`config.mk`:
```
export PLATFORM = sky130hd
export DESIGN_NAME = sorted_priority_queue_flat
export DESIGN_NICKNAME = d
export VERILOG_FILES = /design/src/hw/rtl/spq_pkg.sv /design/src/hw/rtl/spq_if.sv /design/src/hw/rtl/sorted_priority_queue.sv /design/src/hw/rtl/spq_ram.sv /design/src/flat_wrapper.sv
export SDC_FILE = /design/constraint.sdc
export NUM_CORES = 2
export LEC_CHECK = 0
export ABC_AREA = 1
export BUFFER_PORTS_ARGS = -buffer_cell sky130_fd_sc_hd__buf_2
export CAP_MARGIN = 20
export CORE_MARGIN = 5
export CORE_UTILIZATION = 35
export CTS_CLUSTER_DIAMETER = 40
export DETAILED_ROUTE_END_ITERATION = 8
export SKIP_CTS_REPAIR_TIMING = 1
export SYNTH_ARGS = -nofsm -noshare
export SYNTH_HDL_FRONTEND = slang
export SYNTH_SLANG_ARGS = --single-unit
```
`constraint.sdc`:
```
create_clock -name clk_i -period 13.7 [get_ports clk_i]
set_input_delay 2.055 -clock clk_i [delete_from_list [all_inputs] [get_ports clk_i]]
set_output_delay 2.055 -clock clk_i [all_outputs]
set_load 0.005 [all_outputs]
```
`src/hw/rtl/spq_pkg.sv`:
```
// Shared types, constants and address helpers for the sorted priority queue.
// No dependencies; the queue module and the testbench refer to this package.
package spq_pkg;

  localparam int DEPTH    = 16;
  localparam int KEY_BITS = 64;
  localparam int PRIO_W   = 32;
  localparam int PTR_W    = $clog2(DEPTH);
  localparam int CNT_W    = $clog2(DEPTH + 1);
  localparam int ENTRY_W  = KEY_BITS + PRIO_W;

  localparam logic [PTR_W:0]   DEPTH_WRAP = (PTR_W + 1)'(DEPTH);
  localparam logic [CNT_W-1:0] DEPTH_CNT  = CNT_W'(DEPTH);

  typedef enum logic [1:0] {
    CMD_INSERT = 2'd0,
    CMD_POP    = 2'd1,
    CMD_SEARCH = 2'd2
  } cmd_e;

  typedef enum logic [1:0] {
    ST_OK        = 2'd0,
    ST_FULL      = 2'd1,
    ST_EMPTY     = 2'd2,
    ST_NOT_FOUND = 2'd3
  } status_e;

  typedef enum logic [2:0] {
    S_IDLE,
    S_INS,
    S_POP,
    S_SRCH,
    S_RESP
  } state_e;

  typedef struct packed {
    status_e                    status;
    logic [KEY_BITS-1:0]        key;
    logic signed [PRIO_W-1:0]   prio;
    logic [PTR_W-1:0]           pos;
    logic [CNT_W-1:0]           occ;
  } res_t;

  // Map a place counted from the head onto a physical slot of the ring.
  function automatic logic [PTR_W-1:0] phys_addr(input logic [PTR_W-1:0] base,
                                                 input logic [PTR_W-1:0] off);
    logic [PTR_W:0] sum;
    sum = {1'b0, base} + {1'b0, off};
    if (sum >= DEPTH_WRAP) begin
      sum = sum - DEPTH_WRAP;
    end
    return sum[PTR_W-1:0];
  endfunction

endpackage

```
`src/hw/rtl/spq_if.sv`:
```
// Valid/ready channel interfaces for the sorted priority queue.
// Command items in, result items out; payload widths are fixed.
interface spq_in_if;
  logic               valid;
  logic               ready;
  logic [1:0]         command;
  logic [63:0]        item_key;
  logic signed [31:0] item_priority;

  modport source (output valid, command, item_key, item_priority, input ready);
  modport sink   (input valid, command, item_key, item_priority, output ready);
endinterface

interface spq_out_if;
  logic               valid;
  logic               ready;
  logic [1:0]         status;
  logic [63:0]        result_key;
  logic signed [31:0] result_priority;
  logic [3:0]         position;
  logic [4:0]         occupancy;

  modport source (output valid, status, result_key, result_priority, position, occupancy,
                  input ready);
  modport sink   (input valid, status, result_key, result_priority, position, occupancy,
                  output ready);
endinterface

```
`src/hw/rtl/sorted_priority_queue.sv`:
```
// Sorted priority queue: up to DEPTH entries held in one RAM used as a ring from a head pointer.
// Pop takes the head entry; search and insert walk the RAM one entry per cycle, while a full
// insert, an empty pop or search and an unused command go straight to the result stage.
// One item at a time: the next is taken the cycle after the result loads; a waiting result
// holds off the following item only once that item reaches RESP.
// Reset (rst_ni low, async) empties the queue; RAM left as is. Needs spq_pkg, spq_if, spq_ram.
module sorted_priority_queue (
  input  logic          clk_i,
  input  logic          rst_ni,
  spq_in_if.sink        in_i,
  spq_out_if.source     out_o
);

  localparam int PTR_W    = spq_pkg::PTR_W;
  localparam int CNT_W    = spq_pkg::CNT_W;
  localparam int KEY_BITS = spq_pkg::KEY_BITS;
  localparam int PRIO_W   = spq_pkg::PRIO_W;

  spq_pkg::state_e state_q, state_d;

  logic [CNT_W-1:0]         cnt_q, cnt_d;     // entries held
  logic [PTR_W-1:0]         head_q, head_d;   // physical slot of the head
  logic [PTR_W-1:0]         idx_q, idx_d;     // walk position, counted from the head
  logic [KEY_BITS-1:0]      key_q, key_d;
  logic signed [PRIO_W-1:0] prio_q, prio_d;
  spq_pkg::res_t            res_q, res_d;     // result staged for the output register
  spq_pkg::res_t            out_q, out_d;
  logic                     out_vld_q, out_vld_d;

  // RAM port
  logic                        ram_we;
  logic [PTR_W-1:0]            ram_waddr;
  logic [spq_pkg::ENTRY_W-1:0] ram_wdata;
  logic [PTR_W-1:0]            ram_raddr;
  logic [spq_pkg::ENTRY_W-1:0] ram_rdata;

  logic [KEY_BITS-1:0]      rd_key;
  logic signed [PRIO_W-1:0] rd_prio;
  logic                     in_acc;
  logic                     out_free;
  logic                     ins_place;   // the new entry lands at idx_q this cycle
  logic                     srch_hit;
  logic                     srch_last;

  spq_ram #(
    .WIDTH (spq_pkg::ENTRY_W),
    .DEPTH (spq_pkg::DEPTH)
  ) u_ram (
    .clk_i   (clk_i),
    .we_i    (ram_we),
    .waddr_i (ram_waddr),
    .wdata_i (ram_wdata),
    .raddr_i (ram_raddr),
    .rdata_o (ram_rdata)
  );

  assign rd_key  = ram_rdata[spq_pkg::ENTRY_W-1:PRIO_W];
  assign rd_prio = ram_rdata[PRIO_W-1:0];

  assign in_i.ready = (state_q == spq_pkg::S_IDLE);
  assign in_acc     = in_i.valid & in_i.ready;
  assign out_free   = ~out_vld_q | out_o.ready;

  // Insert walks from the tail toward the head; stop once the entry ahead outranks the new one.
  assign ins_place = (idx_q == '0) || (rd_prio > prio_q);
  assign srch_hit  = (rd_key == key_q);
  assign srch_last = ((CNT_W'(idx_q) + CNT_W'(1)) == cnt_q);

  // Next state
  always_comb begin
    state_d = state_q;
    unique case (state_q)
      spq_pkg::S_IDLE: begin
        if (in_acc) begin
          unique case (spq_pkg::cmd_e'(in_i.command))
            spq_pkg::CMD_INSERT: begin
              state_d = (cnt_q == spq_pkg::DEPTH_CNT) ? spq_pkg::S_RESP : spq_pkg::S_INS;
            end
            spq_pkg::CMD_POP: begin
              state_d = (cnt_q == '0) ? spq_pkg::S_RESP : spq_pkg::S_POP;
            end
            spq_pkg::CMD_SEARCH: begin
              state_d = (cnt_q == '0) ? spq_pkg::S_RESP : spq_pkg::S_SRCH;
            end
            default: begin
              state_d = spq_pkg::S_RESP;
            end
          endcase
        end
      end
      spq_pkg::S_INS: begin
        if (ins_place) begin
          state_d = spq_pkg::S_RESP;
        end
      end
      spq_pkg::S_POP: begin
        state_d = spq_pkg::S_RESP;
      end
      spq_pkg::S_SRCH: begin
        if (srch_hit || srch_last) begin
          state_d = spq_pkg::S_RESP;
        end
      end
      spq_pkg::S_RESP: begin
        if (out_free) begin
          state_d = spq_pkg::S_IDLE;
        end
      end
      default: begin
        state_d = spq_pkg::S_IDLE;
      end
    endcase
  end

  // Datapath and RAM control
  always_comb begin
    cnt_d     = cnt_q;
    head_d    = head_q;
    idx_d     = idx_q;
    key_d     = key_q;
    prio_d    = prio_q;
    res_d     = res_q;
    out_d     = out_q;
    out_vld_d = out_vld_q & ~out_o.ready;
    ram_we    = 1'b0;
    ram_waddr = spq_pkg::phys_addr(head_q, idx_q);
    ram_wdata = ram_rdata;
    ram_raddr = head_q;

    unique case (state_q)
      spq_pkg::S_IDLE: begin
        if (in_acc) begin
          key_d  = in_i.item_key[KEY_BITS-1:0];
          prio_d = in_i.item_priority;
          res_d  = '{status: spq_pkg::ST_OK, key: '0, prio: '0, pos: '0, occ: cnt_q};
          unique case (spq_pkg::cmd_e'(in_i.command))
            spq_pkg::CMD_INSERT: begin
              if (cnt_q == spq_pkg::DEPTH_CNT) begin
                res_d.status = spq_pkg::ST_FULL;
              end else begin
                // Fetch the tail; with an empty queue the read is ignored.
                idx_d     = PTR_W'(cnt_q);
                ram_raddr = spq_pkg::phys_addr(head_q, PTR_W'(cnt_q - CNT_W'(1)));
              end
            end
            spq_pkg::CMD_POP: begin
              if (cnt_q == '0) begin
                res_d.status = spq_pkg::ST_EMPTY;
              end
            end
            spq_pkg::CMD_SEARCH: begin
              idx_d = '0;
              if (cnt_q == '0) begin
                res_d.status = spq_pkg::ST_NOT_FOUND;
              end
            end
            default: begin
              // Unused command: report ok and change nothing.
            end
          endcase
        end
      end
      spq_pkg::S_INS: begin
        ram_we = 1'b1;
        if (ins_place) begin
          ram_wdata = {key_q, prio_q};
          cnt_d     = cnt_q + CNT_W'(1);
          res_d     = '{status: spq_pkg::ST_OK, key: '0, prio: '0, pos: idx_q,
                        occ: cnt_q + CNT_W'(1)};
        end else begin
          // Shift the fetched entry one place back and fetch the next one toward the head.
          ram_wdata = ram_rdata;
          idx_d     = idx_q - PTR_W'(1);
          ram_raddr = spq_pkg::phys_addr(head_q, idx_q - PTR_W'(2));
        end
      end
      spq_pkg::S_POP: begin
        head_d = spq_pkg::phys_addr(head_q, PTR_W'(1));
        cnt_d  = cnt_q - CNT_W'(1);
        res_d  = '{status: spq_pkg::ST_OK, key: rd_key, prio: rd_prio, pos: '0,
                   occ: cnt_q - CNT_W'(1)};
      end
      spq_pkg::S_SRCH: begin
        if (srch_hit) begin
          res_d = '{status: spq_pkg::ST_OK, key: rd_key, prio: rd_prio, pos: idx_q,
                    occ: cnt_q};
        end else if (srch_last) begin
          res_d = '{status: spq_pkg::ST_NOT_FOUND, key: '0, prio: '0, pos: '0, occ: cnt_q};
        end else begin
          idx_d     = idx_q + PTR_W'(1);
          ram_raddr = spq_pkg::phys_addr(head_q, idx_q + PTR_W'(1));
        end
      end
      spq_pkg::S_RESP: begin
        if (out_free) begin
          out_d     = res_q;
          out_vld_d = 1'b1;
        end
      end
      default: begin
      end
    endcase
  end

  always_ff @(posedge clk_i or negedge rst_ni) begin
    if (!rst_ni) begin
      state_q   <= spq_pkg::S_IDLE;
      cnt_q     <= '0;
      head_q    <= '0;
      out_vld_q <= 1'b0;
    end else begin
      state_q   <= state_d;
      cnt_q     <= cnt_d;
      head_q    <= head_d;
      out_vld_q <= out_vld_d;
    end
  end

  // Payload registers hold their value; no reset needed.
  always_ff @(posedge clk_i) begin
    idx_q  <= idx_d;
    key_q  <= key_d;
    prio_q <= prio_d;
    res_q  <= res_d;
    out_q  <= out_d;
  end

  assign out_o.valid           = out_vld_q;
  assign out_o.status          = out_q.status;
  assign out_o.result_key      = 64'(out_q.key);
  assign out_o.result_priority = out_q.prio;
  assign out_o.position        = 4'(out_q.pos);
  assign out_o.occupancy       = 5'(out_q.occ);

`ifndef SYNTHESIS
  a_cnt_bound: assert property (@(posedge clk_i) disable iff (!rst_ni)
    cnt_q <= spq_pkg::DEPTH_CNT)
    else $error("entry count above depth");

  a_head_bound: assert property (@(posedge clk_i) disable iff (!rst_ni)
    {1'b0, head_q} < spq_pkg::DEPTH_WRAP)
    else $error("head pointer out of range");

  a_we_ins_only: assert property (@(posedge clk_i) disable iff (!rst_ni)
    ram_we |-> (state_q == spq_pkg::S_INS))
    else $error("RAM write outside insert walk");

  a_accept_busy: assert property (@(posedge clk_i) disable iff (!rst_ni)
    in_acc |=> (state_q != spq_pkg::S_IDLE))
    else $error("accepted item did not leave idle");

  a_full_occ: assert property (@(posedge clk_i) disable iff (!rst_ni)
    (out_vld_q && (out_q.status == spq_pkg::ST_FULL)) |-> (out_q.occ == spq_pkg::DEPTH_CNT))
    else $error("full status with queue not full");

  a_empty_occ: assert property (@(posedge clk_i) disable iff (!rst_ni)
    (out_vld_q && (out_q.status == spq_pkg::ST_EMPTY)) |-> (out_q.occ == '0))
    else $error("empty status with entries held");
`endif

endmodule

```
`src/hw/rtl/spq_ram.sv`:
```
// Generic single-write, single-read RAM with a registered read port.
// Standalone; no package dependency.
module spq_ram #(
  parameter int WIDTH = 8,
  parameter int DEPTH = 16
) (
  input  logic                     clk_i,
  input  logic                     we_i,
  input  logic [$clog2(DEPTH)-1:0] waddr_i,
  input  logic [WIDTH-1:0]         wdata_i,
  input  logic [$clog2(DEPTH)-1:0] raddr_i,
  output logic [WIDTH-1:0]         rdata_o
);

  logic [WIDTH-1:0] mem_q [DEPTH];
  logic [WIDTH-1:0] rdata_q;

  always_ff @(posedge clk_i) begin
    if (we_i) begin
      mem_q[waddr_i] <= wdata_i;
    end
    rdata_q <= mem_q[raddr_i];
  end

  assign rdata_o = rdata_q;

endmodule

```
`src/flat_wrapper.sv`:
```
// flat-port wrapper written by rule: the top's interface ports become plain ports
module sorted_priority_queue_flat 
  (clk_i, rst_ni, in_i_valid, in_i_command, in_i_item_key, in_i_item_priority, in_i_ready, out_o_valid, out_o_status, out_o_result_key, out_o_result_priority, out_o_position, out_o_occupancy, out_o_ready);
  spq_in_if in_i_i ();
  spq_out_if out_o_i ();
  input  logic clk_i;
  input  logic rst_ni;
  input wire logic [$bits(in_i_i.valid)-1:0] in_i_valid;
  input wire logic [$bits(in_i_i.command)-1:0] in_i_command;
  input wire logic [$bits(in_i_i.item_key)-1:0] in_i_item_key;
  input wire logic [$bits(in_i_i.item_priority)-1:0] in_i_item_priority;
  output wire logic [$bits(in_i_i.ready)-1:0] in_i_ready;
  output wire logic [$bits(out_o_i.valid)-1:0] out_o_valid;
  output wire logic [$bits(out_o_i.status)-1:0] out_o_status;
  output wire logic [$bits(out_o_i.result_key)-1:0] out_o_result_key;
  output wire logic [$bits(out_o_i.result_priority)-1:0] out_o_result_priority;
  output wire logic [$bits(out_o_i.position)-1:0] out_o_position;
  output wire logic [$bits(out_o_i.occupancy)-1:0] out_o_occupancy;
  input wire logic [$bits(out_o_i.ready)-1:0] out_o_ready;
  assign in_i_i.valid = in_i_valid;
  assign in_i_i.command = in_i_command;
  assign in_i_i.item_key = in_i_item_key;
  assign in_i_i.item_priority = in_i_item_priority;
  assign in_i_ready = in_i_i.ready;
  assign out_o_valid = out_o_i.valid;
  assign out_o_status = out_o_i.status;
  assign out_o_result_key = out_o_i.result_key;
  assign out_o_result_priority = out_o_i.result_priority;
  assign out_o_position = out_o_i.position;
  assign out_o_occupancy = out_o_i.occupancy;
  assign out_o_i.ready = out_o_ready;
  sorted_priority_queue u_core (.clk_i(clk_i), .rst_ni(rst_ni), .in_i(in_i_i), .out_o(out_o_i));
endmodule
```
### Word-level counts from Yosys, hierarchy flattened

Memories as Yosys holds them, arrays and structs flattened. A register that Yosys moved wholly into a read port is not among the register bits.
Cells that the tools add are included.

| storage, ports and cells | value |
|---|---|
| register bits | 327 |
| RAM bits | 1536 |
| word-level logic and storage cells | 125 |
| input port bits | 102 |
| memories | 1 |

Memory list:

| name | depth | width | read ports | clocked after memory_dff | wr ports | RTL line | source |
|---|---|---|---|---|---|---|---|
| u_core.u_ram.mem_q | 16 | 96 | 1 | 1 | 1 | spq_ram.sv:15 | `logic [WIDTH-1:0] mem_q [DEPTH];` |

| cells by class | value |
|---|---|
| equality and inequality tests | 19 |
| multiplexer cells | 46 |
| $lt $le $gt $ge | 6 |
| $add $sub $neg | 16 |
| reductions and logical operators | 15 |
| bitwise gates (word level) | 5 |

Operators by type and width:

| operator | count |
|---|---|
| 2-to-1 mux 107 bit | 4 |
| case mux 107 bit (4 select lines) | 1 |
| 2-to-1 mux 96 bit | 2 |
| equality test 64 bit | 1 |
| 2-to-1 mux 4 bit | 16 |
| > comparator 32 bit | 1 |
| >= comparator 5 bit (second input constant) | 5 |
| case mux 4 bit (3 select lines) | 2 |
| subtractor 4 x 1 -> 4 bit (second input constant) | 6 |
| 2-to-1 mux 3 bit | 7 |
| adder 4 x 4 -> 5 bit | 4 |
| case mux 3 bit (5 select lines) | 1 |
| adder 4 x 1 -> 5 bit (second input constant) | 2 |
| case mux 5 bit (2 select lines) | 1 |
| case mux 3 bit (3 select lines) | 1 |
| inequality test 2 bit (second input constant) | 4 |
| case mux 4 bit (2 select lines) | 1 |
| AND reduction 4 bit | 2 |
| AND reduction 7 bit | 1 |
| equality test 3 x 2 -> 1 bit (second input constant) | 2 |
| 2-to-1 mux 1 bit | 6 |
| inequality test 2 x 1 -> 1 bit (second input constant) | 3 |
| inequality test 3 bit (second input constant) | 2 |
| case mux 2 bit (3 select lines) | 1 |
| 25 further kinds | 31 |

### Depth between registers and ports, before layout

| logic depth | value |
|---|---|
| depth in word-level cells | 8 |
| mapped depth | 30 |

### Cells and area by module

A second synthesis with hierarchy kept.

| unflattened totals | value |
|---|---|
| cells, all modules | 7751 |
| area, all modules | 82990.8 µm² |

Modules (own cells, without submodules):

| module | instances | cells each | seq. area each (µm²) | area an instance (µm²) |
|---|---|---|---|---|
| spq_ram | 1 | 6302 | 48046.1 | 67643.6 |
| sorted_priority_queue | 1 | 1449 | 9754.4 | 15347.2 |

### Least setup slack after synthesis

Ideal clock, no wire load.

| path | value |
|---|---|
| path kind | input port to flip-flop |
| start | input in_i_valid |
| end | register u_core.res_q[0] in the netlist's numbering, enable pin |
| path buffers | 0 |
| stages on the path | 2 |
| setup time | 0.575 ns |
| setup slack | 6.471 ns |
| data arrival time | 6.653 ns |
| required time | 13.125 ns |
| cell sequence | o211ai_1 > nor2_1 |

| on the way | value |
|---|---|
| cells in the longest elaborated chain, start to end | 3 |

Ends and longest elaborated chain:

| what | RTL line | source |
|---|---|---|
| start: declaration | flat_wrapper.sv:8 | `input wire logic [$bits(in_i_i.valid)-1:0] in_i_valid;` |
| AND 1 bit | sorted_priority_queue.sv:61 | `assign in_acc = in_i.valid & in_i.ready;` |
| inequality test 2 bit (no line) | n/a |  |
| AND reduction 4 bit (no line) | n/a |  |
| end signal: assignment | sorted_priority_queue.sv:224 | `res_q <= res_d;` |
| end: declaration | sorted_priority_queue.sv:26 | `spq_pkg::res_t res_q, res_d;` |

No other way between the ends.
A chain may end at the register's enable or synchronous reset.

### Final worst setup path

| path | value |
|---|---|
| start | register u_core.prio_q[6] |
| end | register u_core.u_ram.rdata_q[19] (netlist: u_core.u_ram.rdata_o[19]) (read register of u_core.u_ram.mem_q) |

| on the way | value |
|---|---|
| cells in the longest elaborated chain, start to end | 4 |

Ends and longest elaborated chain:

| what | RTL line | source |
|---|---|---|
| start: declaration | sorted_priority_queue.sv:25 | `logic signed [PRIO_W-1:0] prio_q, prio_d;` |
| start signal: assignment | sorted_priority_queue.sv:223 | `prio_q <= prio_d;` |
| > comparator 32 bit | sorted_priority_queue.sv:65 | `assign ins_place = (idx_q == '0) \|\| (rd_prio > prio_q);` |
| logical OR 1 bit | sorted_priority_queue.sv:65 |  |
| 2-to-1 mux 4 bit | sorted_priority_queue.sv:165 | `if (ins_place) begin` |
| case mux 4 bit (3 select lines) | sorted_priority_queue.sv:130 | `unique case (state_q)` |
| end: declaration | spq_ram.sv:16 | `logic [WIDTH-1:0] rdata_q;` |

No other way between the ends.

==> impl_metrics.env <==
export IMPL_status="finished clean"
export IMPL_grt_pass1_wl_um=338000
export IMPL_placed_cell_area_sq_mm=0.0870
export IMPL_rows=178
export IMPL_grt_max_degree=209
export IMPL_drtIter0Drc=5245
export IMPL_synth_avg_cell_area_sq_um=11.0
export IMPL_multi_input_area_sq_mm=0.0192
export IMPL_fin_ws_ns=6.97
export IMPL_die_area_sq_mm=0.246
export IMPL_min_path_cells=0
export IMPL_max_slew_margin_rel=0.138
export IMPL_synth_compound_gate_area_share=0.0110
export IMPL_cts_max_path_buffers=3
export IMPL_synthArstFlopShare=0.00664
export IMPL_dr_pass1_iters=8
export IMPL_synth_seq_area_share=0.700
export IMPL_rr_endpoint="u_core.u_ram.rdata_o[19]$_DFF_P_"
export IMPL_synthFlopType="edfxtp_1"
export IMPL_clk_latency_ns=0.88
export IMPL_clk_pin_slew_ns=0.07
export IMPL_r2r_cells=24
export IMPL_r2r_slack_ns=6.97
export IMPL_critPathSlowestCell="nand2_8"
export IMPL_die_height_um=496
export IMPL_die_w_um=496
export IMPL_max_cap_violations=0
export IMPL_grt_setup_unrepaired="no"
export IMPL_drive_gt1_frac=0.104
export IMPL_synthCells=7482
export IMPL_synth_top_family_by_area="simple AND/OR/NAND/NOR gates"
export IMPL_grt_pass1_vias=53100
export IMPL_drc=0
export IMPL_start_util=0.351
export IMPL_ant_nets=0
export IMPL_synth_net_count=7639
export IMPL_yosysWarnings=0
export IMPL_skew_ns=0.0656
export IMPL_hp_class="register to register"
export IMPL_synth_xor_area_share=0.00891
export IMPL_syn2layout_area_growth_pct=15.1
export IMPL_slowest_delay_ns=0.93
export IMPL_cts_sinks=1959
export IMPL_synthMuxAreaShare=0
export IMPL_pre_cts_slack_ns=6.83
export IMPL_start_kind="register"
export IMPL_tightest_slew_ns=1.29
export IMPL_critPathKind="register to register"
export IMPL_drt_wl_total_um=227000
export IMPL_ios=211
export IMPL_cp_max_fo=208
export IMPL_min_from="u_core.res_q[79]$_DFFE_PP_"
export IMPL_hold_end="u_core.out_o.result_key[38]$_DFFE_PP_"
export IMPL_drt_wirelength_per_cell_um=20.7
export IMPL_drv_slew=0
export IMPL_register_area_sq_mm=0.0578
export IMPL_grt_overflow=0
export IMPL_track_usage=0.181
export IMPL_synth_edf_count=1850
export IMPL_synth_area_sq_mm=0.0825
export IMPL_clockRootBuffer="clkbuf_16"
export IMPL_synthTopCellsByArea="edfxtp_1, nand3_1, nand2_1"
export IMPL_synth_top_area_share=0.673
export IMPL_yosys_area_top_type="edfxtp_1"
export IMPL_yosys_register_bits=1959
export IMPL_end_kind="register"
export IMPL_crit_top_cell="nand2_1"
export IMPL_coreArea_sq_mm=0.235
export IMPL_cts_tree="yes"
export IMPL_fmax_ghz=0.149
export IMPL_numCtsBuffers=227
export IMPL_via_per_inst=5.03
export IMPL_r2r_start="u_core.prio_q[6]$_DFFE_PP_"
export IMPL_yosysMostFrequentCell="edfxtp_1"
export IMPL_synth_fa_ha_area_frac=0.00870
export IMPL_hpwl_um=110000
export IMPL_gp_congestion=0.815
export IMPL_fin_crit_ns=6.73
export IMPL_htreeDepth=4
export IMPL_arrival_ns=7.50
export IMPL_setup_tns_ns=0
export IMPL_final_cell_area_sq_mm=0.0950
export IMPL_nFillCells=21900
export IMPL_antenna_found_initial=9
export IMPL_nets=7814
export IMPL_setup_viol=0
export IMPL_critPathTopFamily="simple AND/OR/NAND/NOR gates"
export IMPL_crit_required_ns=14.47
export IMPL_synth_cell_types=40
export IMPL_path_buf_inv=2
export IMPL_hold_violations=0
export IMPL_ys_top_cells_by_count="edfxtp_1, nand2_1, nand3_1"
export IMPL_cp_cell_sequence="inv_1 > ha_1 > nand2_1 > nor2_1 > nand2_1 > nand2_1 > nand2_1 > nand2_1 > nand2_1 > nand2_1 > nand2_1 > nand3_1 > nand2_2 > nand2_4 > nand2_1 > nand2_1 > nand2_8 > nand2_8 > buf_12 > nand2_1 > nand3_1 > nand3_1 > nand3_1 > nand2_1"
export IMPL_fin_crit_sh=0.491
export IMPL_portBuffers=210
export IMPL_vias=55400
export IMPL_yosys_area_share_simple=0.201
## kinds of logic after synthesis
group	count (synthesis)
DFF	1959
buffers and inverters	1402
AOI/OAI and AO/OA	167
xor gates and xnor gates	84
and+or+nand+nor	3815
adders and majority gates	55
## per-layer routing
metal,up-vias,share of wire,track usage
li1,25600,-,-
met1,27300,0.42,0.241
met2,2051,0.47,0.298
met3,437,0.067,0.0259
met4,2,0.043,0.0747
met5,-,0.000057,0
## placed cells by master, fill, tap and decap left out, types with 4 or more instances in the layout
cell type and n:
nor2_1 173, clkinv_16 4, clkinv_8 5, nand3_1 1752
nand4_1 8, ha_1 51, inv_2 12, fa_1 4
dfrtp_1 13, inv_1 948, clkbuf_8 11, clkinv_1 30
inv_6 21, a21o_1 5, buf_2 210, buf_12 12
clkinvlp_4 14, clkbuf_16 228, a21oi_1 24, xnor2_1 18
o211ai_1 4, o21ai_0 111, clkbuf_1 27, inv_16 6
o21ai_1 8, o221ai_1 5, nor2_4 19, nand2_1 1843
inv_8 15, edfxtp_1 1850, clkinv_2 27, buf_4 160
bufinv_16 26, xor2_1 66, clkinv_4 24, dfxtp_1 96
## stage by stage
step / cells / hold slack, ns / utilization
floorplan: 7482 / 0.400 / -
global placement: 10600 / 0.401 / 0.370
detailed placement: 10600 / 0.405 / 0.370
CTS: 11000 / 0.400 / 0.404
global route: 11000 / 0.398 / 0.404
finish: 11000 / 0.398 / 0.404
## cell type report
| cell class | count | area share |
|---|---|---|
| Sequential cell | 1959 | 0.608 |
| Multi-Input combinational cell | 4121 | 0.202 |
| Clock buffer | 266 | 0.0627 |
| Tap cell | 3150 | 0.0415 |
| Inverter | 966 | 0.0384 |
| Timing Repair Buffer | 382 | 0.0262 |
| Clock inverter | 169 | 0.0210 |
| Antenna cell | 1 | 0.0000263 |
## registers in the layout, indices dropped and copies added (netlist names), 5 cells and up
register,flops
u_core.out_o.occupancy,5
u_core.cnt_q,5
u_core.out_o.result_priority,32
u_core.out_o.result_key,64
u_core.res_q,107
u_core.u_ram.rdata_o,96
u_core.u_ram.mem_q,1536
u_core.prio_q,32
u_core.key_q,64
## worst max path at each step
stage,startpoint,end,slack [ns],cells past startpoint
final,u_core.prio_q[6]$_DFFE_PP_,u_core.u_ram.rdata_o[19]$_DFF_P_,6.97,24
after CTS,u_core.prio_q[6]$_DFFE_PP_,u_core.u_ram.rdata_o[17]$_DFF_P_,7.10,24
after floorplan,in_i_valid,u_core.res_q[0]$_DFFE_PP_,6.47,2
after detailed placement,in_i_valid,u_core.u_ram.rdata_o[17]$_DFF_P_,6.83,17
after global placement,in_i_valid,u_core.u_ram.rdata_o[83]$_DFF_P_,6.89,18
after global routing,u_core.prio_q[6]$_DFFE_PP_,u_core.u_ram.rdata_o[23]$_DFF_P_,6.68,25
Power is left out: the tool's default activity adds up to more than one toggle a clock period on the data nets, which glitch-free logic cannot reach.
